**src/rtl/tpas_pkg.sv**
```systemverilog
// shared constants and types for the timed pin action sequencer
package tpas_pkg;
   localparam int MAX_ENTRIES = 16;
   localparam int CHANNELS = 8;
   localparam int IDX_W = $clog2(MAX_ENTRIES);
   localparam int CNT_W = $clog2(MAX_ENTRIES + 1);

   // command codes
   localparam logic [2:0] CMD_TICK   = 3'd0;
   localparam logic [2:0] CMD_ADD    = 3'd1;
   localparam logic [2:0] CMD_CLEAR  = 3'd2;
   localparam logic [2:0] CMD_START  = 3'd3;
   localparam logic [2:0] CMD_CANCEL = 3'd4;
   localparam logic [2:0] CMD_SWITCH = 3'd5;

   // status codes
   localparam logic [1:0] ST_OK     = 2'd0;
   localparam logic [1:0] ST_DENIED = 2'd1;
   localparam logic [1:0] ST_FULL   = 2'd2;
   localparam logic [1:0] ST_NONE   = 2'd3;

   // register indexes
   localparam logic [0:0] REG_ROUND_COUNT = 1'd0;
   localparam logic [0:0] REG_ROUND_DELAY = 1'd1;

   // one table entry
   typedef struct packed {
      logic [31:0] tim;
      logic [2:0]  chan;
      logic        lvl;
   } entry_type;
endpackage

```
**src/rtl/timed_pin_action_sequencer.sv**
```systemverilog
// top level of the timed pin action sequencer
// Each command gives one response word, shown for one cycle on rsp_valid; the receiver
// cannot stall it. Commands run through a state sequence since the table sits in a memory
// with a registered read port and a separate write port. Clear, cancel, switch, rejected
// commands and ticks outside a run go straight from dispatch to done; a tick in a run reads
// and checks entries in table order until one is not yet due or the table ends; an add does
// two sorted inserts, each a search pass that reads then checks each entry, then a shift
// pass that reads then writes each entry moved. The response strobe comes in the first
// cycle with busy low, and a new command can be taken in that same cycle.
module timed_pin_action_sequencer (
   input  logic        clock,
   input  logic        reset,
   input  logic        start,
   output logic        busy,
   input  logic [2:0]  req_cmd,
   input  logic [2:0]  req_pin,
   input  logic        req_level,
   input  logic [31:0] req_offset,
   input  logic [31:0] req_duration,
   output logic        rsp_valid,
   output logic [7:0]  rsp_pin_out,
   output logic        rsp_busy_res,
   output logic [1:0]  rsp_status,
   output logic [7:0]  rsp_rounds_remaining,
   input  logic        csr_valid,
   output logic        csr_ready,
   input  logic [0:0]  csr_index,
   input  logic [31:0] csr_data
);
   import tpas_pkg::*;

   typedef enum logic [3:0] {
      S_IDLE, S_DISPATCH, S_SEARCH, S_SEARCH_CHK, S_SHIFT_RD, S_SHIFT_WR, S_PLACE,
      S_FIRE_RD, S_FIRE_CHK, S_TICK_END, S_DONE
   } state_type;

   localparam logic [1:0] PH_IDLE  = 2'd0;
   localparam logic [1:0] PH_RUN   = 2'd1;
   localparam logic [1:0] PH_PAUSE = 2'd2;

   // table memory
   entry_type mem [MAX_ENTRIES];
   entry_type rd_ff;
   logic [IDX_W-1:0] rd_addr;
   logic             wr_en;
   logic [IDX_W-1:0] wr_addr;
   entry_type        wr_data;

   state_type   state_ff;
   logic [2:0]  cmd_ff;
   logic [2:0]  pin_ff;
   logic        level_ff;
   logic [31:0] t_ins_ff;
   logic [31:0] t_end_ff;
   logic        second_ff;
   logic [CNT_W-1:0] count_ff;
   logic [CNT_W-1:0] pos_ff;
   logic [CNT_W-1:0] idx_ff;
   logic [CNT_W-1:0] cursor_ff;
   logic [31:0] elapsed_ff;
   logic [7:0]  rounds_ff;
   logic [1:0]  phase_ff;
   logic [7:0]  pins_ff;
   logic [7:0]  round_count_ff;
   logic [31:0] round_delay_ff;
   logic [1:0]  status_ff;
   logic        rsp_valid_ff;

   logic [32:0] end_sum;
   logic [31:0] elapsed_inc;
   logic [7:0]  pins_drive;

   assign end_sum = {1'b0, req_offset} + {1'b0, req_duration};
   assign elapsed_inc = (elapsed_ff == 32'hFFFF_FFFF) ? elapsed_ff : elapsed_ff + 32'd1;

   // pin update from the entry just read
   always_comb begin
      pins_drive = pins_ff;
      if (32'(rd_ff.chan) < CHANNELS) pins_drive[rd_ff.chan] = rd_ff.lvl;
   end

   // memory port
   always_ff @(posedge clock) begin
      if (wr_en) mem[wr_addr] <= wr_data;
      rd_ff <= mem[rd_addr];
   end

   // address and write control
   always_comb begin
      rd_addr = idx_ff[IDX_W-1:0];
      wr_en   = 1'b0;
      wr_addr = idx_ff[IDX_W-1:0];
      wr_data = rd_ff;
      case (state_ff)
         S_SHIFT_RD: rd_addr = IDX_W'(idx_ff - CNT_W'(1));
         S_SHIFT_WR: wr_en = 1'b1;
         S_PLACE: begin
            wr_en   = 1'b1;
            wr_addr = pos_ff[IDX_W-1:0];
            wr_data = '{tim: t_ins_ff, chan: pin_ff, lvl: ~second_ff};
         end
         S_FIRE_RD: rd_addr = cursor_ff[IDX_W-1:0];
         default: ;
      endcase
   end

   assign busy = (state_ff != S_IDLE);
   assign csr_ready = (state_ff == S_IDLE) && !start;
   assign rsp_valid = rsp_valid_ff;
   assign rsp_pin_out = pins_ff;
   assign rsp_busy_res = (phase_ff != PH_IDLE);
   assign rsp_status = status_ff;
   assign rsp_rounds_remaining = rounds_ff;

   // sequencer
   always_ff @(posedge clock) begin
      if (reset) begin
         state_ff <= S_IDLE;
         count_ff <= '0;
         cursor_ff <= '0;
         elapsed_ff <= '0;
         rounds_ff <= '0;
         phase_ff <= PH_IDLE;
         pins_ff <= '0;
         round_count_ff <= '0;
         round_delay_ff <= '0;
         rsp_valid_ff <= 1'b0;
         status_ff <= ST_OK;
      end else begin
         rsp_valid_ff <= 1'b0;
         case (state_ff)
            S_IDLE: begin
               if (csr_valid && csr_ready) begin
                  if (csr_index == REG_ROUND_COUNT) round_count_ff <= csr_data[7:0];
                  else round_delay_ff <= csr_data;
               end
               if (start) begin
                  cmd_ff <= req_cmd;
                  pin_ff <= req_pin;
                  level_ff <= req_level;
                  t_ins_ff <= req_offset;
                  t_end_ff <= end_sum[32] ? 32'hFFFF_FFFF : end_sum[31:0];
                  second_ff <= 1'b0;
                  status_ff <= ST_OK;
                  state_ff <= S_DISPATCH;
               end
            end
            S_DISPATCH: begin
               state_ff <= S_DONE;
               case (cmd_ff)
                  CMD_TICK: begin
                     if (phase_ff == PH_RUN) begin
                        state_ff <= S_FIRE_RD;
                     end else if (phase_ff == PH_PAUSE) begin
                        elapsed_ff <= elapsed_inc;
                        if (elapsed_inc >= round_delay_ff) begin
                           if (rounds_ff != 8'd0) rounds_ff <= rounds_ff - 8'd1;
                           elapsed_ff <= '0;
                           cursor_ff <= '0;
                           phase_ff <= PH_RUN;
                        end
                     end
                  end
                  CMD_ADD: begin
                     if (phase_ff != PH_IDLE) status_ff <= ST_DENIED;
                     else if (32'(count_ff) + 2 > MAX_ENTRIES) status_ff <= ST_FULL;
                     else begin
                        pos_ff <= '0;
                        idx_ff <= '0;
                        state_ff <= S_SEARCH;
                     end
                  end
                  CMD_CLEAR: begin
                     if (phase_ff != PH_IDLE) status_ff <= ST_DENIED;
                     else count_ff <= '0;
                  end
                  CMD_START: begin
                     if (phase_ff != PH_IDLE) status_ff <= ST_DENIED;
                     else if (count_ff == '0 || round_count_ff == 8'd0) status_ff <= ST_NONE;
                     else begin
                        rounds_ff <= round_count_ff - 8'd1;
                        elapsed_ff <= '0;
                        cursor_ff <= '0;
                        phase_ff <= PH_RUN;
                     end
                  end
                  CMD_CANCEL: begin
                     if (phase_ff != PH_IDLE) begin
                        pins_ff <= '0;
                        phase_ff <= PH_IDLE;
                        rounds_ff <= '0;
                        cursor_ff <= '0;
                        elapsed_ff <= '0;
                     end else status_ff <= ST_NONE;
                  end
                  CMD_SWITCH: begin
                     if (phase_ff != PH_IDLE) status_ff <= ST_DENIED;
                     else if (32'(pin_ff) < CHANNELS) pins_ff[pin_ff] <= level_ff;
                  end
                  default: ;
               endcase
            end
            // find first entry whose time exceeds the new one
            S_SEARCH: begin
               if (idx_ff >= count_ff) begin
                  pos_ff <= count_ff;
                  idx_ff <= count_ff;
                  state_ff <= S_SHIFT_RD;
               end else state_ff <= S_SEARCH_CHK;
            end
            S_SEARCH_CHK: begin
               if (rd_ff.tim > t_ins_ff) begin
                  pos_ff <= idx_ff;
                  idx_ff <= count_ff;
                  state_ff <= S_SHIFT_RD;
               end else begin
                  idx_ff <= idx_ff + CNT_W'(1);
                  state_ff <= S_SEARCH;
               end
            end
            // move entries up by one from the top down
            S_SHIFT_RD: begin
               if (idx_ff > pos_ff) state_ff <= S_SHIFT_WR;
               else state_ff <= S_PLACE;
            end
            S_SHIFT_WR: begin
               idx_ff <= idx_ff - CNT_W'(1);
               state_ff <= S_SHIFT_RD;
            end
            S_PLACE: begin
               count_ff <= count_ff + CNT_W'(1);
               if (second_ff) state_ff <= S_DONE;
               else begin
                  second_ff <= 1'b1;
                  t_ins_ff <= t_end_ff;
                  pos_ff <= '0;
                  idx_ff <= '0;
                  state_ff <= S_SEARCH;
               end
            end
            // fire due entries in table order
            S_FIRE_RD: begin
               if (cursor_ff >= count_ff) state_ff <= S_TICK_END;
               else state_ff <= S_FIRE_CHK;
            end
            S_FIRE_CHK: begin
               if (rd_ff.tim <= elapsed_ff) begin
                  pins_ff <= pins_drive;
                  cursor_ff <= cursor_ff + CNT_W'(1);
                  state_ff <= S_FIRE_RD;
               end else state_ff <= S_TICK_END;
            end
            S_TICK_END: begin
               elapsed_ff <= elapsed_inc;
               if (cursor_ff >= count_ff) begin
                  if (rounds_ff == 8'd0) begin
                     phase_ff <= PH_IDLE;
                     cursor_ff <= '0;
                     elapsed_ff <= '0;
                  end else if (round_delay_ff == 32'd0) begin
                     rounds_ff <= rounds_ff - 8'd1;
                     elapsed_ff <= '0;
                     cursor_ff <= '0;
                  end else begin
                     phase_ff <= PH_PAUSE;
                     elapsed_ff <= '0;
                  end
               end
               state_ff <= S_DONE;
            end
            S_DONE: begin
               rsp_valid_ff <= 1'b1;
               state_ff <= S_IDLE;
            end
            default: state_ff <= S_IDLE;
         endcase
      end
   end
endmodule

```
**config.mk**
```make
export PLATFORM = sky130hd
export DESIGN_NAME = timed_pin_action_sequencer
export DESIGN_NICKNAME = d
export VERILOG_FILES = /design/src/rtl/tpas_pkg.sv /design/src/rtl/timed_pin_action_sequencer.sv
export SDC_FILE = /design/constraint.sdc
export NUM_CORES = 2
export LEC_CHECK = 0
export ABC_AREA = 1
export BUFFER_PORTS_ARGS = -buffer_cell sky130_fd_sc_hd__buf_2
export CAP_MARGIN = 15
export CORE_ASPECT_RATIO = 0.8
export CORE_MARGIN = 5
export CORE_UTILIZATION = 50
export CTS_CLUSTER_DIAMETER = 150
export DETAILED_ROUTE_END_ITERATION = 10
export HOLD_SLACK_MARGIN = 0.02
export PLACE_DENSITY = 0.66
export SYNTH_ARGS = -nofsm -noshare
export SYNTH_HDL_FRONTEND = slang
export SYNTH_SLANG_ARGS = --single-unit
```
**constraint.sdc**
```tcl
create_clock -name clock -period 10.95 [get_ports clock]
set_input_delay 1.6425 -clock clock [delete_from_list [all_inputs] [get_ports clock]]
set_output_delay 1.6425 -clock clock [all_outputs]
set_load 0.01 [all_outputs]
```
==> flow_metrics.env <==
export IMPL_coreArea_um2=77200
export IMPL_cp_end_kind="flip-flop"
export IMPL_die_w_um=322
export IMPL_hold_viol_final=0
export IMPL_synth_cell_area_um2=38900
export IMPL_detail_route_first_pass_iterations=6
export IMPL_skew_ns=0.0216
export IMPL_wl_per_cell_um=19.9
export IMPL_pwr_share_clk_pct=24.9
export IMPL_reg2reg_from="elapsed_ff[0]"
export IMPL_post_cts_setup_buffer_count=0
export IMPL_max_stage_delay_ns=0.51
export IMPL_fin_nets=4389
export IMPL_hp_start="rsp_status[0]"
export IMPL_crit_start="elapsed_ff[0]"
export IMPL_synth_area_leaders="edfxtp_1 (51%), nand2_1 (8.8%), dfxtp_1 (7.4%)"
export IMPL_maxSlewHeadroom_pct=20.9
export IMPL_setup_violations=0
export IMPL_crit_buf_inv=4
export IMPL_num_fill_cells=6763
export IMPL_max_clock_freq_ghz=0.227
export IMPL_yosys_top_cells_count="nand2_1 (912), edfxtp_1 (658), inv_1 (563)"
export IMPL_yosysTopAreaCellShare_pct=50.8
export IMPL_finalWeightedCongestion=0.961
export IMPL_worstPathRequired_ns=11.47
export IMPL_yosysWarnings=0
export IMPL_ioPinCount=130
export IMPL_setup_tns_ns=0
export IMPL_cpMostUsedCell="nand2_1"
export IMPL_grt_pass1_vias=26948
export IMPL_h_tree_depth=3
export IMPL_post_route_drc_count=0
export IMPL_irDropWorstVdd_mv=0.276
export IMPL_swShare_pct=38.6
export IMPL_grt_pass1_wl_um=159000
export IMPL_synth_seq_cells=801
export IMPL_p_leak_nw=17.4
export IMPL_rsz0062_at_grt="false"
export IMPL_ctsResizeCount=0
export IMPL_grt_ovfl_total=0
export IMPL_internal_power_w=0.00663
export IMPL_critPathLaunchType="flip-flop"
export IMPL_powerDensity_nw_per_um2=249
export IMPL_syn_inst=4007
export IMPL_path_delay_family="simple AND/OR/NAND/NOR gates"
export IMPL_path_clk_slew_ns=0.06
export IMPL_pwr_share_comb_pct=35.8
export IMPL_maxSlewViolCount=0
export IMPL_instances_no_fill=5214
export IMPL_diodes=0
export IMPL_num_vias=28951
export IMPL_area_growth_pct=11.5
export IMPL_cts_buffers=81
export IMPL_synth_top_area_cell="edfxtp_1"
export IMPL_multi_input_area_um2=13600
export IMPL_grt_max_degree=239
export IMPL_synth_cell_types=53
export IMPL_cts_tree="built"
export IMPL_p_seq_share_pct=39.3
export IMPL_register_area_um2=22600
export IMPL_start_util_pct=50.4
export IMPL_placement_io_buffers=129
export IMPL_antenna_left=0
export IMPL_synth_ff_type="edfxtp_1"
export IMPL_crit_path_max_fanout=40
export IMPL_switchingPower_w=0.00418
export IMPL_clock_sinks=801
export IMPL_fin_crit_ns=4.41
export IMPL_antenna_found_initial=1
export IMPL_vias_per_cell=5.55
export IMPL_cts_buffer_depth=3
export IMPL_syn_nets=4271
export IMPL_critPathArrivalTime_ns=4.93
export IMPL_clock_latency_ns=0.64
export IMPL_dp_cells=5063
export IMPL_synth_edf_count=658
export IMPL_synth_async_reset_ratio_pct=0
export IMPL_hpwl_um=65700
export IMPL_clockRootBuffer="clkbuf_16"
export IMPL_r2r_setup_slack_ns=6.54
export IMPL_drive_gt1_share_pct=8.88
export IMPL_max_cap_viol_count=0
export IMPL_worstMarginPinSlew_ns=1.18
export IMPL_holdBufCountCts=0
export IMPL_dieHeight_um=260
export IMPL_syn_area_per_cell_um2=9.72
export IMPL_yosysMostFrequentCell="nand2_1"
export IMPL_utilization_pct=56.3
export IMPL_yosysSeqAreaShare_pct=58.1
export IMPL_status="complete, no violations"
export IMPL_die_area_um2=83600
export IMPL_period_share_pct=40.3
export IMPL_track_usage_pct=24.5
export IMPL_hp_class="flip-flop to flip-flop"
export IMPL_dr_first_iter_drc_count=3180
export IMPL_rows=91
export IMPL_path_class="flip-flop to flip-flop"
export IMPL_whs_ns=0.463
export IMPL_wirelength_um=104000
export IMPL_slowest_stage="nand3_1"
==> logic make-up (layout without fill, tap and decap cells) <==
kind of cell | count (synthesis) | after routing | share of synthesized area [%]
AO/OA/AOI/OAI | 699 | 699 | 11.3
XOR/XNOR | 58 | 58 | 1.30
adder cells (fa/ha/maj) | 156 | 156 | 5.03
buffers and inverters | 744 | 928 | 7.53
flip-flops | 801 | 801 | 58.1
AND/OR/NAND/NOR | 1549 | 1549 | 16.7
==> placed cells by master (no fill, tap or decap), drive strengths merged, types with 45 or more instances in the layout <==
master  netlist  routed
inv         569     571
dfxtp       143     143
o21ai       154     154
clkbuf       83     120
xor2         45      45
edfxtp      658     658
nor2        205     205
o211ai      297     297
nand2       915     915
a21oi       194     194
buf          88     206
ha          155     155
nand3       296     296
nor3         55      55
nand4        48      48
==> per-layer routing <==
| layer | global-route usage (%) | up-vias | share of wire, % |
|---|---|---|---|
| li1 | - | 14020 | - |
| met1 | 36.8 | 13741 | 45 |
| met2 | 37.1 | 1049 | 44 |
| met3 | 4.89 | 141 | 8.6 |
| met4 | 5.04 | 0 | 1.9 |
| met5 | 0 | - | 0 |
==> worst reg2reg max path, cell delays in order (launching register included) <==
cell and delay (ns):
dfxtp_1 0.44, ha_1 0.28, nand3_1 0.21, nor3_1 0.40
inv_1 0.10, nor2_1 0.14, nand2_1 0.07, buf_4 0.25
inv_1 0.21, or2_2 0.13, o21ai_0 0.10, inv_1 0.09
ha_1 0.24, nand2_1 0.07, nand2_1 0.05, nand2_1 0.05
nand2_1 0.05, nand2_1 0.05, nand3_1 0.08, nand2_1 0.07
nand2_1 0.05, nand2_1 0.14, nand3_1 0.32, nand3_1 0.51
nand2_1 0.10, nand2_1 0.07, nor2_1 0.04
==> sequential cells by signal (all words and copies together), names as in the netlist, 8 cells and up <==
register              cells
mem                     576
rd_ff                    36
elapsed_ff               32
round_delay_ff           32
t_end_ff                 32
t_ins_ff                 32
round_count_ff            8
rsp_pin_out               8
rsp_rounds_remaining      8
==> power by group through the flow <==
| stage | Combinational (W) | Clock (W) | Sequential, W |
|---|---|---|---|
| floorplan | 0.00266 | 0 | 0.00415 |
| global placement | 0.00376 | 0 | 0.00429 |
| detailed placement | 0.00381 | 0 | 0.00429 |
| CTS | 0.00383 | 0.00274 | 0.00423 |
| global route | 0.00432 | 0.00286 | 0.00426 |
| finish | 0.00386 | 0.00269 | 0.00425 |
==> cell type report <==
type	instances	share of cell area [%]
Sequential cell	801	52.1
Multi-Input combinational cell	2462	31.2
Clock buffer	120	5.23
Inverter	573	4.96
Tap cell	1023	2.95
Timing Repair Buffer	206	2.92
Clock inverter	29	0.619
==> metrics by stage <==
stage	power [W]	setup WS, ns	area, um2
global route	0.0114	5.98	43400
floorplan	0.00681	6.75	38900
global placement	0.00806	6.47	40800
detailed placement	0.00811	6.42	40800
finish	0.0108	6.54	43400
CTS	0.0108	6.61	43400
==> worst paths after layout <==
kind | endpoint | depth (start not counted)
min reg2reg | rsp_status[0] | 2
max reg2reg | rsp_rounds_remaining[1] | 26
max | rsp_rounds_remaining[1] | 26
min | rsp_status[0] | 2
Power figures use the tool's default switching activity.
